File: src/hdl/fsd_pkg.sv
// ----------------------------------------------------------------------------
// fsd_pkg
// Shared types, widths and codes of the fair share dispatcher.
// ----------------------------------------------------------------------------
package fsd_pkg;

  localparam int MAX_JOBS = 64;
  localparam int SLOT_W   = $clog2(MAX_JOBS);
  localparam int CNT_W    = $clog2(MAX_JOBS + 1);
  localparam int HIDX_W   = CNT_W + 1;

  localparam int ID_W    = 16;
  localparam int WT_W    = 17;
  localparam int LEN_W   = 24;
  localparam int TIME_W  = 32;
  localparam int CFG_W   = 20;
  localparam int VRUN_W  = 48;
  localparam int TOTAL_W = WT_W + SLOT_W;
  localparam int DIVD_W  = CFG_W + LEN_W;
  localparam int DIVS_W  = TOTAL_W;
  localparam int DCNT_W  = $clog2(DIVD_W + 1);
  localparam int CIDX_W  = 2;

  // register indexes of the configuration port
  localparam logic [CIDX_W-1:0] CFG_LATENCY     = 2'd0;
  localparam logic [CIDX_W-1:0] CFG_GRANULARITY = 2'd1;
  localparam logic [CIDX_W-1:0] CFG_DEFAULT_WT  = 2'd2;

  localparam logic [CFG_W-1:0] LATENCY_RST     = 20'd48;
  localparam logic [CFG_W-1:0] GRANULARITY_RST = 20'd6;
  localparam logic [CFG_W-1:0] DEFAULT_WT_RST  = 20'd1024;

  typedef enum logic [0:0] {
    CMD_ADD      = 1'b0,
    CMD_DISPATCH = 1'b1
  } cmd_t;

  typedef enum logic [1:0] {
    ST_ADDED      = 2'd0,
    ST_DISPATCHED = 2'd1,
    ST_FULL       = 2'd2,
    ST_EMPTY      = 2'd3
  } status_t;

  typedef struct packed {
    logic               command;
    logic [ID_W-1:0]    job_id;
    logic [WT_W-1:0]    job_weight;
    logic [LEN_W-1:0]   job_length;
  } item_t;

  typedef struct packed {
    logic [1:0]         status;
    logic [ID_W-1:0]    run_id;
    logic [LEN_W-1:0]   slice;
    logic [TIME_W-1:0]  start_time;
    logic               job_done;
  } result_t;

  typedef struct packed {
    logic [ID_W-1:0]    ident;
    logic [WT_W-1:0]    wt;
    logic [LEN_W-1:0]   len;
    logic [LEN_W-1:0]   ran;
  } job_rec_t;

  typedef struct packed {
    logic [SLOT_W-1:0]  slot;
    logic [VRUN_W-1:0]  key;
  } heap_entry_t;

  typedef enum logic [1:0] {
    HOP_APPEND,
    HOP_PUSH,
    HOP_BUILD,
    HOP_POP
  } heap_op_t;

  typedef struct packed {
    logic               valid;
    heap_op_t           op;
    heap_entry_t        entry;
  } heap_req_t;

  typedef struct packed {
    logic               done;
    heap_entry_t        root;
    logic [CNT_W-1:0]   count;
  } heap_resp_t;

  typedef enum logic [3:0] {
    H_IDLE,
    H_BLD_RD,
    H_BLD_LD,
    H_SD_RDL,
    H_SD_RDR,
    H_SD_CMP,
    H_POP_RD0,
    H_POP_RDL,
    H_POP_LD,
    H_SU_CHK,
    H_SU_CMP,
    H_DONE
  } heap_state_t;

  typedef enum logic [3:0] {
    T_IDLE,
    T_ADD_WAIT,
    T_BUILD_WAIT,
    T_CHECK,
    T_POP_WAIT,
    T_JRD,
    T_JLD,
    T_DIV1_GO,
    T_DIV1,
    T_SLICE,
    T_DIV2_GO,
    T_DIV2,
    T_VRUN,
    T_PUSH_WAIT,
    T_FINISH
  } top_state_t;

endpackage

File: src/hdl/fsd_divider.sv
// ----------------------------------------------------------------------------
// fsd_divider
// Restoring divider, one quotient bit per cycle, shared by both divisions.
// ----------------------------------------------------------------------------
module fsd_divider (
  input  logic                          clk,
  input  logic                          rst,
  input  logic                          go,
  input  logic [fsd_pkg::DIVD_W-1:0]    dividend,
  input  logic [fsd_pkg::DIVS_W-1:0]    divisor,
  output logic                          done,
  output logic [fsd_pkg::DIVD_W-1:0]    quotient
);

  logic [fsd_pkg::DCNT_W-1:0] cnt;
  logic [fsd_pkg::DIVS_W-1:0] dvsr;
  logic [fsd_pkg::DIVS_W-1:0] rem;
  logic [fsd_pkg::DIVS_W:0]   shifted;
  logic                       fits;

  // trial subtract of the next partial remainder
  always_comb begin
    shifted = {rem, quotient[fsd_pkg::DIVD_W-1]};
    fits    = (shifted >= {1'b0, dvsr});
  end

  // control: step counter and completion strobe
  always_ff @(posedge clk) begin
    if (rst) begin
      cnt  <= '0;
      done <= 1'b0;
    end else begin
      done <= 1'b0;
      if (go) begin
        cnt <= fsd_pkg::DCNT_W'(fsd_pkg::DIVD_W);
      end else if (cnt != '0) begin
        cnt <= cnt - 1'b1;
        if (cnt == fsd_pkg::DCNT_W'(1)) begin
          done <= 1'b1;
        end
      end
    end
  end

  // datapath
  always_ff @(posedge clk) begin
    if (go) begin
      dvsr     <= divisor;
      rem      <= '0;
      quotient <= dividend;
    end else if (cnt != '0) begin
      if (fits) begin
        rem <= fsd_pkg::DIVS_W'(shifted - {1'b0, dvsr});
      end else begin
        rem <= shifted[fsd_pkg::DIVS_W-1:0];
      end
      quotient <= {quotient[fsd_pkg::DIVD_W-2:0], fits};
    end
  end

endmodule

File: config.mk
export PLATFORM = sky130hd
export DESIGN_NAME = fsd_divider
export DESIGN_NICKNAME = d
export VERILOG_FILES = /design/src/hdl/fsd_pkg.sv /design/src/hdl/fsd_divider.sv
export SDC_FILE = /design/constraint.sdc
export NUM_CORES = 1
export LEC_CHECK = 0
export BUFFER_PORTS_ARGS = -buffer_cell sky130_fd_sc_hd__buf_4
export CAP_MARGIN = 10
export CORE_UTILIZATION = 54
export CTS_BUF_LIST = sky130_fd_sc_hd__clkbuf_16
export CTS_CLUSTER_DIAMETER = 150
export DETAILED_ROUTE_END_ITERATION = 8
export HOLD_SLACK_MARGIN = 0.15
export PLACE_DENSITY = 0.8
export SETUP_SLACK_MARGIN = 0.02
export SLEW_MARGIN = 20
export SYNTH_ARGS = -nofsm -noshare
export SYNTH_HDL_FRONTEND = slang
export SYNTH_SLANG_ARGS = --single-unit
File: constraint.sdc
create_clock -name clk -period 3.02 [get_ports clk]
set_clock_uncertainty 0.2 [all_clocks]
set_input_delay 0.604 -clock clk [delete_from_list [all_inputs] [get_ports clk]]
set_output_delay 0.604 -clock clk [all_outputs]
set_load 0.05 [all_outputs]
# Word level (Yosys, flattened, before mapping)
# Index checks and enable logic that the tools add are counted.
word_totals:
  in_bits: 70
  wordCells: 21
  ff_bits: 97
  out_inout_bits: 45
classes:
  bitwise: 1
  add_sub_neg: 2
  n_reduce_logical: 4
  muxes: 6
  eq_ne: 1
  magnitude_cmp: 1
op_table:
  columns: ["cell", "n"]
  rows:
  - ["44-bit 2-to-1 mux", 2]
  - ["24-bit by 23-bit greater-or-equal comparator with 1-bit output", 1]
  - ["23-bit 2-to-1 mux", 1]
  - ["23-bit subtractor", 1]
  - ["6-bit 2-to-1 mux", 2]
  - ["6-bit by 1-bit == test with 1-bit output (second input constant)", 1]
  - ["6-bit nonzero test", 1]
  - ["6-bit by 1-bit subtractor with 6-bit output (second input constant)", 1]
  - ["3-bit OR reduction", 1]
  - ["2-bit nonzero test", 1]
  - ["2-bit OR reduction", 1]
  - ["1-bit 2-to-1 mux", 1]
  - ["1-bit NOT", 1]

# Logic depth before layout (Yosys ltp)
logic_depth:
  depth_word: 3
  ltp_mapped: 12

# Worst setup path after synthesis
# No wires, ideal clock.
synth_timing:
  path_type: "reg2reg"
  start: "reg quotient[43] (netlist name)"
  end: "reg rem[19] (netlist name)"
  path_stages_with_launch: 12
  setup_time_ps: 130
  setup_slack_ps: 85
  n_path_buf: 1
  required_ps: 2690
  t_arrival_ps: 2604
  path_cell_list: "edfxtp_1 -> inv_1 -> ha_1 -> fa_1 -> nand2b_1 -> a21oi_1 -> o21ai_1 -> a31oi_1 -> nor4b_4 -> buf_2 -> nor4b_1 -> a211oi_1"
synth_between:
  elab_chain_len: 2
synth_rtl:
  columns: ["item", "line_no", "rtl"]
  rows:
  - ["from (decl)", "fsd_divider.sv:12", "output logic [fsd_pkg::DIVD_W-1:0] quotient"]
  - ["from (signal assigned)", "fsd_divider.sv:50", "quotient <= dividend;"]
  - ["from (signal assigned)", "fsd_divider.sv:57", "quotient <= {quotient[fsd_pkg::DIVD_W-2:0], fits};"]
  - ["23-bit subtractor / 24-bit by 23-bit greater-or-equal comparator with 1-bit output (equally long branches)", "fsd_divider.sv:53, fsd_divider.sv:24", null]
  - ["23-bit 2-to-1 mux *", "fsd_divider.sv:52", "if (fits) begin"]
  - ["to (signal assigned)", "fsd_divider.sv:53", "rem <= fsd_pkg::DIVS_W'(shifted - {1'b0, dvsr});"]
  - ["to (signal assigned)", "fsd_divider.sv:55", "rem <= shifted[fsd_pkg::DIVS_W-1:0];"]
  - ["to (decl)", "fsd_divider.sv:17", "logic [fsd_pkg::DIVS_W-1:0] rem;"]
# Mark *: on every way between the ends. The rest lies on a longest branch, timed or not.
# A chain may end at the register's enable or synchronous reset.

# Worst setup path after layout
layout_timing:
  start: "reg dvsr[9] (netlist name)"
  end: "reg rem[19] (netlist name)"
layout_between:
  elab_chain_len: 2
layout_rtl:
  columns: ["item", "line_no", "rtl"]
  rows:
  - ["from (decl)", "fsd_divider.sv:16", "logic [fsd_pkg::DIVS_W-1:0] dvsr;"]
  - ["from (signal assigned)", "fsd_divider.sv:48", "dvsr <= divisor;"]
  - ["23-bit subtractor / 24-bit by 23-bit greater-or-equal comparator with 1-bit output (equally long branches)", "fsd_divider.sv:53, fsd_divider.sv:24", null]
  - ["23-bit 2-to-1 mux *", "fsd_divider.sv:52", null]
# Marks and branches as above.

==> results.json <==
{
  "cts_hold_buf": 0,
  "synth_top_area_share_pct": 38.95,
  "vias": 4102,
  "final_area_um2": 6609,
  "grt_max_degree": 45,
  "drv_slew": 0,
  "antenna_found_initial": 0,
  "cp.required_ns": 3.03,
  "synth_edf_count": 67,
  "tns_ns": 0,
  "netlist_instances": 468,
  "viasPerCell": 5.674,
  "numCtsBuffers": 9,
  "critPathLaunchType": "flop",
  "fin_ws_ns": 0.09758,
  "grt_pass1_wl_um": 19760,
  "worst_slew_pin_slew_ns": 0.5649,
  "dieArea_um2": 9960,
  "clk_latency_ns": 0.34,
  "syn_area_um2": 5165,
  "final.period_utilization_pct": 96.77,
  "root_buffer": "clkbuf_16",
  "clock-sinks": 97,
  "pre_cts_slack_ns": 0.005374,
  "slowest_delay_ns": 0.39,
  "clockBufferDepth": 2,
  "ios": 115,
  "yosysTopAreaCell": "edfxtp_1",
  "n_antenna_cell": 0,
  "crit_type": "reg2reg",
  "io_buffers": 114,
  "htreeDepth": 3,
  "rows": 35,
  "crit_chain": "inv_1 > ha_1 > and4_1 > a41oi_1 > a31oi_4 > nor4b_4 > buf_4 > buf_4 > mux2_1 > a22oi_2 > a211oi_1",
  "min_path_type": "in2reg",
  "drive_gt1_share_pct": 35.02,
  "hold_violations": 0,
  "layout_common_cells": "131 x buf_4, 67 x edfxtp_1, 43 x mux2_2",
  "area_delta_synth_final_pct": 27.96,
  "period_needed_ns": 2.922,
  "status": "completed",
  "cp-end-kind": "flop",
  "chipWidth_um": 99.80,
  "powerDensity_nw_per_um2": 880.2,
  "firstDrtPassIters": 4,
  "finalPower_mw": 5.817,
  "leakage_nw": 2.894,
  "ant_nets": 0,
  "dieHeight_um": 99.80,
  "avgSynthCellArea_um2": 11.04,
  "cp_slowest_cell": "ha_1",
  "grt_pass1_vias": 4195,
  "synthArstFlopShare_pct": 0,
  "dp.cells": 703,
  "critPathLaunch": "dvsr[9]$_DFFE_PP_",
  "gp_congestion": 0.8942,
  "synth.area.top_cells": "edfxtp_1 39%, dfxtp_1 12%, mux2_2 9.4%, ha_1 6.3%, a21oi_1 3.3%",
  "crit_top_cell": "buf_4",
  "stdcell_count": 723,
  "drc": 0,
  "wl_per_cell_um": 17.24,
  "finalSetupViolCount": 0,
  "crit_fanout": 7,
  "final_nets": 686,
  "track_usage_pct": 25.39,
  "synth_cell_types": 53,
  "grt_overflow": 0,
  "drv_cap": 0,
  "rr_startpoint": "dvsr[9]$_DFFE_PP_",
  "whs_ns": 0.2346,
  "crit_family": "compound AO/OA/AOI/OAI gates",
  "arrival_ns": 2.93,
  "fin_util_pct": 71.52,
  "ys.flop_type": "edfxtp_1",
  "tritoncts": "built",
  "yosys_warnings": 0,
  "ys_seq_area_share_pct": 50.58,
  "initial_core_util_pct": 55.90,
  "drt-initial-drc-count": 252,
  "hold_start": "divisor[8]",
  "synth_fp_nets": 565,
  "fmax_mhz": 342.2,
  "layout_commonest_cell": "buf_4",
  "relSlewSlack_pct": 62.34,
  "path_clk_slew_ns": 0.07,
  "ir_drop_mv": 0.4905,
  "wirelength_um": 12460,
  "path_buf_inv": 3,
  "placed_area_um2": 6202,
  "synth-seq-cells": 97,
  "dp_hpwl_um": 8967,
  "coreArea_um2": 9240
}
cell usage after synthesis (3+ instances only):
master and n:
nand4_1 3, buf_2 6, nor2b_1 4, nor2_1 33, xor2_1 12, o211ai_1 4
ha_1 26, nor4_1 3, or3_1 4, nand2_1 24, clkbuf_1 15, dfxtp_1 30
nor3b_1 3, a41oi_1 4, a31oi_1 4, o211a_1 4, a211oi_1 17, o21ai_1 5
a21oi_1 34, nor3_1 17, edfxtp_1 67, xnor2_1 9, a21o_1 11, o21ai_0 15
inv_1 32, and3_1 6, mux2_2 43
cell families (layout without fill, tap and decap cells):
logic type | Yosys count | after routing | synth area share (%)
mux | 46 | 46 | 9.981
simple gates | 110 | 110 | 10.90
flops | 97 | 97 | 50.58
buf+inv | 54 | 180 | 4.070
xor+xnor | 21 | 21 | 3.561
compound gates | 113 | 113 | 14.22
fa+ha+maj | 27 | 27 | 6.686
cell type report:
| class | count | area, um^2 |
|---|---|---|
| clock buffer | 9 | 225.2 |
| clock inverter | 7 | 77.57 |
| fill | 664 | 2631 |
| inverter | 32 | 120.1 |
| multi-input combinational | 317 | 2409 |
| sequential | 97 | 2613 |
| tap | 129 | 161.4 |
| timing repair buffer | 132 | 1003 |
power breakdown:
group          total [mW]  switching (mW)  internal, mW  leakage, nW
clock                1.18           0.527         0.650        0.142
combinational        2.72            1.59          1.12         1.82
sequential           1.92           0.198          1.73        0.932
total                5.82            2.32          3.50         2.89
final timing paths:
| check | endpoint | slack (ns) | cells past startpoint |
|---|---|---|---|
| max | rem[19]$_SDFFE_PP0N_ | 0.1 | 11 |
| min | dvsr[8]$_DFFE_PP_ | 0.23 | 1 |
| max reg2reg | rem[19]$_SDFFE_PP0N_ | 0.1 | 11 |
| min reg2reg | rem[7]$_SDFFE_PP0N_ | 0.32 | 2 |
timing repair:
| item | 4_1_cts | 5_1_grt |
|---|---|---|
| endpoints found under the setup margin | 4 | 23 |
| buffers inserted | 0 | 4 |
| resized for setup | 1 | 18 |
| cloned | 0 | 0 |
| pin swaps | 0 | 3 |
| hold endpoints to repair | 0 | 0 |
state kept, by name, summed over array words and instances, names as in the netlist:
signal,cells
rem,23
cnt,6
dvsr,23
quotient,44
done,1
routing by layer:
layer  vias to the layer above  wire length [um]  part of all wire [%]  global-route usage [%]
met3                        19               841                   6.7                   5.850
met5                         -                 0                     0                       0
met1                      1946              5194                    42                   31.78
met4                         0               180                   1.4                   7.805
met2                       159              6247                    50                   43.77
li1                       1978                 -                     -                       -
No activity file was read; power rests on OpenSTA's default activity.
