## src/hdl/fsd_pkg.sv

```systemverilog
// ----------------------------------------------------------------------------
// fsd_pkg
// Shared types, widths and codes of the fair share dispatcher.
// ----------------------------------------------------------------------------
package fsd_pkg;

  localparam int MAX_JOBS = 64;
  localparam int SLOT_W   = $clog2(MAX_JOBS);
  localparam int CNT_W    = $clog2(MAX_JOBS + 1);
  localparam int HIDX_W   = CNT_W + 1;

  localparam int ID_W    = 16;
  localparam int WT_W    = 17;
  localparam int LEN_W   = 24;
  localparam int TIME_W  = 32;
  localparam int CFG_W   = 20;
  localparam int VRUN_W  = 48;
  localparam int TOTAL_W = WT_W + SLOT_W;
  localparam int DIVD_W  = CFG_W + LEN_W;
  localparam int DIVS_W  = TOTAL_W;
  localparam int DCNT_W  = $clog2(DIVD_W + 1);
  localparam int CIDX_W  = 2;

  // register indexes of the configuration port
  localparam logic [CIDX_W-1:0] CFG_LATENCY     = 2'd0;
  localparam logic [CIDX_W-1:0] CFG_GRANULARITY = 2'd1;
  localparam logic [CIDX_W-1:0] CFG_DEFAULT_WT  = 2'd2;

  localparam logic [CFG_W-1:0] LATENCY_RST     = 20'd48;
  localparam logic [CFG_W-1:0] GRANULARITY_RST = 20'd6;
  localparam logic [CFG_W-1:0] DEFAULT_WT_RST  = 20'd1024;

  typedef enum logic [0:0] {
    CMD_ADD      = 1'b0,
    CMD_DISPATCH = 1'b1
  } cmd_t;

  typedef enum logic [1:0] {
    ST_ADDED      = 2'd0,
    ST_DISPATCHED = 2'd1,
    ST_FULL       = 2'd2,
    ST_EMPTY      = 2'd3
  } status_t;

  typedef struct packed {
    logic               command;
    logic [ID_W-1:0]    job_id;
    logic [WT_W-1:0]    job_weight;
    logic [LEN_W-1:0]   job_length;
  } item_t;

  typedef struct packed {
    logic [1:0]         status;
    logic [ID_W-1:0]    run_id;
    logic [LEN_W-1:0]   slice;
    logic [TIME_W-1:0]  start_time;
    logic               job_done;
  } result_t;

  typedef struct packed {
    logic [ID_W-1:0]    ident;
    logic [WT_W-1:0]    wt;
    logic [LEN_W-1:0]   len;
    logic [LEN_W-1:0]   ran;
  } job_rec_t;

  typedef struct packed {
    logic [SLOT_W-1:0]  slot;
    logic [VRUN_W-1:0]  key;
  } heap_entry_t;

  typedef enum logic [1:0] {
    HOP_APPEND,
    HOP_PUSH,
    HOP_BUILD,
    HOP_POP
  } heap_op_t;

  typedef struct packed {
    logic               valid;
    heap_op_t           op;
    heap_entry_t        entry;
  } heap_req_t;

  typedef struct packed {
    logic               done;
    heap_entry_t        root;
    logic [CNT_W-1:0]   count;
  } heap_resp_t;

  typedef enum logic [3:0] {
    H_IDLE,
    H_BLD_RD,
    H_BLD_LD,
    H_SD_RDL,
    H_SD_RDR,
    H_SD_CMP,
    H_POP_RD0,
    H_POP_RDL,
    H_POP_LD,
    H_SU_CHK,
    H_SU_CMP,
    H_DONE
  } heap_state_t;

  typedef enum logic [3:0] {
    T_IDLE,
    T_ADD_WAIT,
    T_BUILD_WAIT,
    T_CHECK,
    T_POP_WAIT,
    T_JRD,
    T_JLD,
    T_DIV1_GO,
    T_DIV1,
    T_SLICE,
    T_DIV2_GO,
    T_DIV2,
    T_VRUN,
    T_PUSH_WAIT,
    T_FINISH
  } top_state_t;

endpackage

```

## src/hdl/fsd_heap.sv

```systemverilog
// ----------------------------------------------------------------------------
// fsd_heap
// Min-heap of job slots keyed by virtual runtime, one memory read per cycle.
// ----------------------------------------------------------------------------
module fsd_heap (
  input  logic                clk,
  input  logic                rst,
  input  fsd_pkg::heap_req_t  req,
  output fsd_pkg::heap_resp_t resp
);

  fsd_pkg::heap_state_t state, state_next;
  fsd_pkg::heap_entry_t mem [fsd_pkg::MAX_JOBS];
  fsd_pkg::heap_entry_t rdata;

  logic [fsd_pkg::CNT_W-1:0]  count, count_next;
  logic [fsd_pkg::CNT_W-1:0]  bi, bi_next;
  logic [fsd_pkg::SLOT_W-1:0] pos, pos_next;
  fsd_pkg::heap_entry_t       cur, cur_next;
  fsd_pkg::heap_entry_t       lent, lent_next;
  fsd_pkg::heap_entry_t       root, root_next;
  logic                       building, building_next;

  logic                       mem_we;
  logic [fsd_pkg::SLOT_W-1:0] mem_waddr;
  fsd_pkg::heap_entry_t       mem_wdata;
  logic [fsd_pkg::SLOT_W-1:0] rd_addr;

  logic [fsd_pkg::HIDX_W-1:0] l_idx, r_idx, cnt_ext;
  logic [fsd_pkg::SLOT_W-1:0] par;
  logic                       use_l, use_r;
  logic [fsd_pkg::VRUN_W-1:0] min_key;

  // child and parent positions
  always_comb begin
    l_idx   = fsd_pkg::HIDX_W'({pos, 1'b1});
    r_idx   = l_idx + 1'b1;
    cnt_ext = fsd_pkg::HIDX_W'(count);
    par     = (pos - 1'b1) >> 1;
    use_l   = (l_idx < cnt_ext) && (lent.key < cur.key);
    min_key = use_l ? lent.key : cur.key;
    use_r   = (r_idx < cnt_ext) && (rdata.key < min_key);
  end

  // next state and memory control
  always_comb begin
    state_next    = state;
    count_next    = count;
    bi_next       = bi;
    pos_next      = pos;
    cur_next      = cur;
    lent_next     = lent;
    root_next     = root;
    building_next = building;
    mem_we        = 1'b0;
    mem_waddr     = pos;
    mem_wdata     = cur;
    rd_addr       = '0;
    unique case (state)
      fsd_pkg::H_IDLE: begin
        if (req.valid) begin
          unique case (req.op)
            fsd_pkg::HOP_APPEND: begin
              mem_we     = 1'b1;
              mem_waddr  = count[fsd_pkg::SLOT_W-1:0];
              mem_wdata  = req.entry;
              count_next = count + 1'b1;
              state_next = fsd_pkg::H_DONE;
            end
            fsd_pkg::HOP_PUSH: begin
              cur_next   = req.entry;
              pos_next   = count[fsd_pkg::SLOT_W-1:0];
              count_next = count + 1'b1;
              state_next = fsd_pkg::H_SU_CHK;
            end
            fsd_pkg::HOP_BUILD: begin
              bi_next       = count >> 1;
              building_next = 1'b1;
              state_next    = fsd_pkg::H_BLD_RD;
            end
            fsd_pkg::HOP_POP: begin
              building_next = 1'b0;
              state_next    = fsd_pkg::H_POP_RD0;
            end
            default: state_next = fsd_pkg::H_IDLE;
          endcase
        end
      end
      fsd_pkg::H_BLD_RD: begin
        rd_addr    = bi[fsd_pkg::SLOT_W-1:0];
        state_next = fsd_pkg::H_BLD_LD;
      end
      fsd_pkg::H_BLD_LD: begin
        cur_next   = rdata;
        pos_next   = bi[fsd_pkg::SLOT_W-1:0];
        state_next = fsd_pkg::H_SD_RDL;
      end
      fsd_pkg::H_SD_RDL: begin
        rd_addr    = l_idx[fsd_pkg::SLOT_W-1:0];
        state_next = fsd_pkg::H_SD_RDR;
      end
      fsd_pkg::H_SD_RDR: begin
        rd_addr    = r_idx[fsd_pkg::SLOT_W-1:0];
        lent_next  = rdata;
        state_next = fsd_pkg::H_SD_CMP;
      end
      fsd_pkg::H_SD_CMP: begin
        // move the smaller child up into the hole, or settle here
        mem_we = 1'b1;
        if (use_r) begin
          mem_wdata  = rdata;
          pos_next   = r_idx[fsd_pkg::SLOT_W-1:0];
          state_next = fsd_pkg::H_SD_RDL;
        end else if (use_l) begin
          mem_wdata  = lent;
          pos_next   = l_idx[fsd_pkg::SLOT_W-1:0];
          state_next = fsd_pkg::H_SD_RDL;
        end else if (building && bi != '0) begin
          bi_next    = bi - 1'b1;
          state_next = fsd_pkg::H_BLD_RD;
        end else begin
          state_next = fsd_pkg::H_DONE;
        end
      end
      fsd_pkg::H_POP_RD0: begin
        rd_addr    = '0;
        state_next = fsd_pkg::H_POP_RDL;
      end
      fsd_pkg::H_POP_RDL: begin
        rd_addr    = fsd_pkg::SLOT_W'(count - 1'b1);
        root_next  = rdata;
        state_next = fsd_pkg::H_POP_LD;
      end
      fsd_pkg::H_POP_LD: begin
        cur_next   = rdata;
        count_next = count - 1'b1;
        pos_next   = '0;
        state_next = fsd_pkg::H_SD_RDL;
      end
      fsd_pkg::H_SU_CHK: begin
        rd_addr = par;
        if (pos == '0) begin
          mem_we     = 1'b1;
          state_next = fsd_pkg::H_DONE;
        end else begin
          state_next = fsd_pkg::H_SU_CMP;
        end
      end
      fsd_pkg::H_SU_CMP: begin
        // pull a larger parent down, or place the new entry
        mem_we = 1'b1;
        if (rdata.key > cur.key) begin
          mem_wdata  = rdata;
          pos_next   = par;
          state_next = fsd_pkg::H_SU_CHK;
        end else begin
          state_next = fsd_pkg::H_DONE;
        end
      end
      fsd_pkg::H_DONE: begin
        state_next = fsd_pkg::H_IDLE;
      end
      default: state_next = fsd_pkg::H_IDLE;
    endcase
  end

  // control registers
  always_ff @(posedge clk) begin
    if (rst) begin
      state    <= fsd_pkg::H_IDLE;
      count    <= '0;
      building <= 1'b0;
    end else begin
      state    <= state_next;
      count    <= count_next;
      building <= building_next;
    end
  end

  // working registers
  always_ff @(posedge clk) begin
    bi   <= bi_next;
    pos  <= pos_next;
    cur  <= cur_next;
    lent <= lent_next;
    root <= root_next;
  end

  // heap memory
  always_ff @(posedge clk) begin
    if (mem_we) begin
      mem[mem_waddr] <= mem_wdata;
    end
    rdata <= mem[rd_addr];
  end

  always_comb begin
    resp.done  = (state == fsd_pkg::H_DONE);
    resp.root  = root;
    resp.count = count;
  end

endmodule

```

## config.mk

```make
export PLATFORM = sky130hd
export DESIGN_NAME = fsd_heap
export DESIGN_NICKNAME = d
export VERILOG_FILES = /design/src/hdl/fsd_pkg.sv /design/src/hdl/fsd_heap.sv
export SDC_FILE = /design/constraint.sdc
export NUM_CORES = 2
export LEC_CHECK = 0
export ABC_CLOCK_PERIOD_IN_PS = 7400
export BUFFER_PORTS_ARGS = -buffer_cell sky130_fd_sc_hd__buf_2
export CAP_MARGIN = 20
export CORE_MARGIN = 4
export CORE_UTILIZATION = 50
export DETAILED_ROUTE_END_ITERATION = 8
export PLACE_DENSITY = 0.79
export SYNTH_ARGS = -nofsm -noshare
export SYNTH_HDL_FRONTEND = slang
export SYNTH_SLANG_ARGS = --single-unit
```

## constraint.sdc

```tcl
create_clock -name clk -period 7.4 [get_ports clk]
set_input_delay 0.74 -clock clk [delete_from_list [all_inputs] [get_ports clk]]
set_output_delay 0.74 -clock clk [all_outputs]
set_load 0.02 [all_outputs]
```

Word-level counts from Yosys, hierarchy flattened

Memories as Yosys holds them, arrays and structs flattened. A register that Yosys moved wholly into a read port is not among the register bits.
Cells that the tools add are included.

Add/subtract/negate cells: 5
Mux-type cells: 44
Eq/ne operators: 23
Magnitude comparators: 5
Reduce and logical (&&, ||, !) cells: 20

Operator list:

| cell                                                                  | count |
|---|---|
| 54-bit 2-to-1 mux                                                     | 7 |
| 54-bit case mux with 3 select lines                                   | 1 |
| 54-bit case mux with 2 select lines                                   | 1 |
| 48-bit less-than comparator                                           | 2 |
| 6-bit case mux with 5 select lines                                    | 2 |
| 7-bit 2-to-1 mux                                                      | 7 |
| 48-bit > comparator                                                   | 1 |
| 48-bit 2-to-1 mux                                                     | 1 |
| 6-bit 2-to-1 mux                                                      | 8 |
| 4-bit case mux with 10 select lines                                   | 1 |
| 7-bit case mux with 2 select lines                                    | 2 |
| 4-bit by 3-bit equality test with 1-bit output, second input constant | 4 |
| 4-bit equality test, second input constant                            | 4 |
| 4-bit 2-to-1 mux                                                      | 4 |
| 4-bit case mux with 4 select lines                                    | 1 |
| 7-bit by 1-bit subtractor with 7-bit output, second input constant    | 2 |
| 2-bit inequality test, second input constant                          | 6 |
| 3-bit AND reduction                                                   | 3 |
| 7-bit by 1-bit adder with 8-bit output, second input constant         | 1 |
| 4-bit by 2-bit equality test with 1-bit output, second input constant | 2 |
| 8-bit by 7-bit less-than comparator with 1-bit output                 | 1 |
| 2-bit nonzero test                                                    | 4 |
| 7-bit by 1-bit adder with 7-bit output, second input constant         | 1 |
| 7-bit less-than comparator                                            | 1 |
| 19 further kinds                                                      | 30 |

Input port bits: 59
Word-level logic and storage cells: 109
Memory bits (writable): 3456
Register bits: 187
Memories: 1
Output and inout port bits: 62

Memories:

| name | depth | bits a word | rd ports | clocked after Yosys merged registers in | write ports | line           | text |
|---|---|---|---|---|---|---|---|
| mem  | 64    | 54          | 1        | 1                                       | 1           | fsd_heap.sv:13 | `fsd_pkg::heap_entry_t mem [fsd_pkg::MAX_JOBS];` |

Depth between registers and ports, before layout

Depth in word-level cells: 7
Depth in mapped cells: 24
Gate-level depth less buffers: 19

Worst setup path after synthesis

No wires, ideal clock.

Path type: reg-to-reg
From: register count[2] (netlist bit)
To: memory mem[0][0] (netlist bit) (data pin)
Cell stages (with the launch flop): 24
Arrival: 6935 ps
Period minus slack after synthesis: 7466 ps
Setup time: 531 ps
Required time: 6869 ps
Path buffers: 5
Path slack: -66 ps
Path through: dfxtp_1 -> buf_2 -> clkinv_1 -> ha_1 -> nor2b_1 -> o211ai_1 -> a31oi_1 -> a211o_1 -> nor4_4 -> clkbuf_1 -> clkbuf_1 -> a21oi_1 -> ha_1 -> a211oi_1 -> o21ai_0 -> a221o_1 -> o31a_1 -> a211oi_1 -> nand2_1 -> buf_2 -> o31ai_4 -> buf_2 -> a221oi_1 -> o21bai_1

RTL lines:

| item                     | line            | text |
|---|---|---|
| start: declaration       | fsd_heap.sv:16  | `logic [fsd_pkg::CNT_W-1:0] count, count_next;` |
| start signal: assignment | fsd_heap.sv:175 | `count <= count_next;` |
| end: declaration         | fsd_heap.sv:13  |  |

==> flow_summary.ini <==
[timing]
fin_crit_ns = 6.82
final-max-slew-violation-count = 0
grt_setup_unrepaired = false
fin_tns_setup_ns = 0
worstMarginPinSlew_ns = 1.25
setup_viol = 0
fmax_mhz = 147
final_hold_viol_count = 0
period_share_pct = 92.1
fin_skew_ns = 0.0566
relSlewSlack_pct = 16.7

[synthesis]
synth_fp_nets = 11089
synth_edf_count = 3631
synthFlopType = edfxtp_1
yosys_warnings = 0
yosysSeqAreaShare_pct = 72.7
ys_async_sr_fraction_pct = 0
syn_avg_cell_area_um2 = 14.0
synthCells = 10865
yosysUniqueCellTypes = 71
syn_area_um2 = 152000
ys_ff_latch = 3697

[critical_path]
cp-end-kind = flop
critPathKind = reg -> reg
cp_data_arrival_time_ns = 7.36
slowest_stage = a221o_2
cp_common_cell = ha_1
worstPathCellList = inv_1, ha_1, nand4_1, nor3_1, or4b_1, a31oi_1, nor4_4, buf_12, nor2_1, a21oi_1, ha_1, nand3_1, or3_1, nor4_1, o211a_1, nand2b_1, mux2i_4, o21ai_4, o21bai_1, a221o_2
cp.required_ns = 7.94
slowest_delay_ns = 0.89
cp_top_family = simple AND/OR/NAND/NOR gates
timing.rr.start = cur[14]
path_buf_inv = 2
worstRegToRegCells = 20
worst-r2r-setup-slack_ns = 0.58
crit_fanout = 81
crit_cells = 20
r2r_end = mem[24][48]
worstSetupStartpointType = flop

[floorplanning]
ioPinCount = 121
dieHeight_um = 559
initial_core_util_pct = 50.4
core_um2 = 301000
rows = 201
die_area_um2 = 312000
die_x_um = 559

[drt]
wl_per_cell_um = 30.4
drtAntennaViolNets = 0
vias_per_cell = 6.54
vias = 99150
route.detailed.drc = 0
drt_iter0_markers = 16121
wl_um = 461000
dr.pass1.iters = 7

[placed_design]
gp_congestion = 0.921
port_buffers = 120
place_hpwl_um = 241000
place_area_um2 = 159000

[clocking]
cts-hold-fix-buffers = 0
clk_path_buf_depth = 4
clk_latency_ns = 0.93
path_clk_slew_ns = 0.07
cts_tree = built
cts_setup_buffers = 0
cts-htree-levels = 5
cts_resized = 0
numCtsBuffers = 350
cts-root-buf = clkbuf_16
cts_num_sinks = 3697

[run_status]
run_status = completed

[finish]
area_growth_syn_to_layout_pct = 12.2
mostFrequentLayoutCells = edfxtp_1, nand2_1, mux2i_1
nets = 11137
drive_gt1_share_pct = 9.79
stdcell_area_um2 = 170000
mostFrequentLayoutCell = edfxtp_1

[global_route]
grt_use_met1_pct = 37.6
use_met2_pct = 43.9
grt_pass1_vias = 94622
grt_max_degree = 180
grt_use_total_pct = 28.7
grt_first_pass_wirelength_um = 655000
overflow = 0
antenna_found_initial = 33
grt_use_met3_pct = 8.19
grt.busiest_layer = met2

[worst_hold_path]
holdPathEnd = cur[52]
min_path_type = in -> reg
min_from = req[52]
worstHoldPathCells = 3

[power]
p_leak_nw = 61.3
max-vdd-ir-drop_mv = 0.548
power_density_nw_per_um2 = 470

[job]
max-cap-violations = 0
==> power breakdown <==
part	internal [mW]	switching, mW
Combinational	8.96	22.4
Clock	10.3	7.71
Sequential	29.9	0.812
Total	49.2	30.9
==> Yosys cell counts, drive strengths merged (9+ instances only) <==
| cell | count | share of area [%] |
|---|---|---|
| edfxtp | 3631 | 72 |
| nand2 | 2730 | 6.8 |
| mux2i | 815 | 5.4 |
| nand3 | 791 | 2.6 |
| clkbuf | 402 | 0.99 |
| a311oi | 379 | 2.2 |
| and3 | 335 | 1.4 |
| buf | 311 | 1.0 |
| ha | 165 | 1.4 |
| nor2 | 165 | 0.41 |
| a31oi | 118 | 0.49 |
| a311o | 108 | 0.71 |
| o21ai | 108 | 0.36 |
| a21oi | 107 | 0.35 |
| inv | 77 | 0.19 |
| a211oi | 67 | 0.33 |
| dfxtp | 66 | 0.87 |
| a211o | 60 | 0.35 |
| a32oi | 55 | 0.32 |
| nand3b | 54 | 0.27 |
| mux2 | 52 | 0.39 |
| a221o | 51 | 0.34 |
| nor3 | 26 | 0.086 |
| nand4 | 22 | 0.091 |
| xnor2 | 18 | 0.10 |
| a21o | 14 | 0.069 |
| nand2b | 12 | 0.049 |
| nor4 | 10 | 0.051 |
| nor2b | 9 | 0.037 |
| xor2 | 9 | 0.052 |
==> logic make-up after synthesis <==
family	share of synthesized area, %
simple gates	11.8
flops	72.7
compound gates	5.91
mux	5.77
buf+inv	2.23
fa+ha+maj	1.36
xor+xnor	0.156
==> stage by stage <==
stage	worst slack [ns]	instances	hold WS (ns)	util, %	total power [mW]
floorplan	0.792	10865	0.426	-	49.5
global placement	0.722	14510	0.517	52.7	60.2
detailed placement	0.563	14513	0.526	52.7	61.1
CTS	0.465	15136	0.123	56.5	79.1
global route	0.197	15147	0.160	56.6	82.8
finish	0.581	15156	0.155	56.6	80.1
==> state kept, by name, summed over array words and instances, names as in the netlist <==
signal    flops
resp         54
pos           6
rdata        54
count         7
bi            7
mem        3456
building      1
cur          54
state         4
lent         54
==> worst reg2reg max path, stage by stage, from the launching register on <==
cell      delay [ns]
edfxtp_1        0.36
inv_1           0.08
ha_1            0.33
nand4_1         0.15
nor3_1          0.44
or4b_1          0.56
a31oi_1         0.37
nor4_4          0.08
buf_12          0.24
nor2_1          0.19
a21oi_1         0.08
ha_1            0.32
nand3_1         0.16
or3_1           0.46
nor4_1          0.37
o211a_1         0.32
nand2b_1        0.12
mux2i_4         0.36
o21ai_4         0.17
o21bai_1        0.31
a221o_2         0.89
==> worst max-delay path by stage <==
stage	startpoint	end	slack (ns)
detailed placement	cur[14]	mem[4][9]	0.56
global placement	cur[14]	mem[5][11]	0.72
finish	cur[14]	mem[24][48]	0.58
CTS	cur[14]	mem[4][9]	0.46
floorplan	count[2]	mem[0][0]	0.79
global route	cur[14]	mem[30][48]	0.20
==> layout make-up <==
cell class,count,area [um^2]
Timing Repair Buffer,409,4570
Clock inverter,187,2040
Inverter,79,297
Tap cell,3958,4950
Multi-Input combinational cell,6376,38700
Sequential cell,3697,110000
Antenna cell,14,35.0
Clock buffer,436,9350
Fill cell,21984,131000
==> routing by layer <==
metal / routed length (um) / vias to the layer above
met5: 104 / -
met2: 207000 / 8088
li1: - / 41067
met1: 159000 / 48339
met3: 67100 / 1640
met4: 28100 / 16
Power figures use the tool's default switching activity.
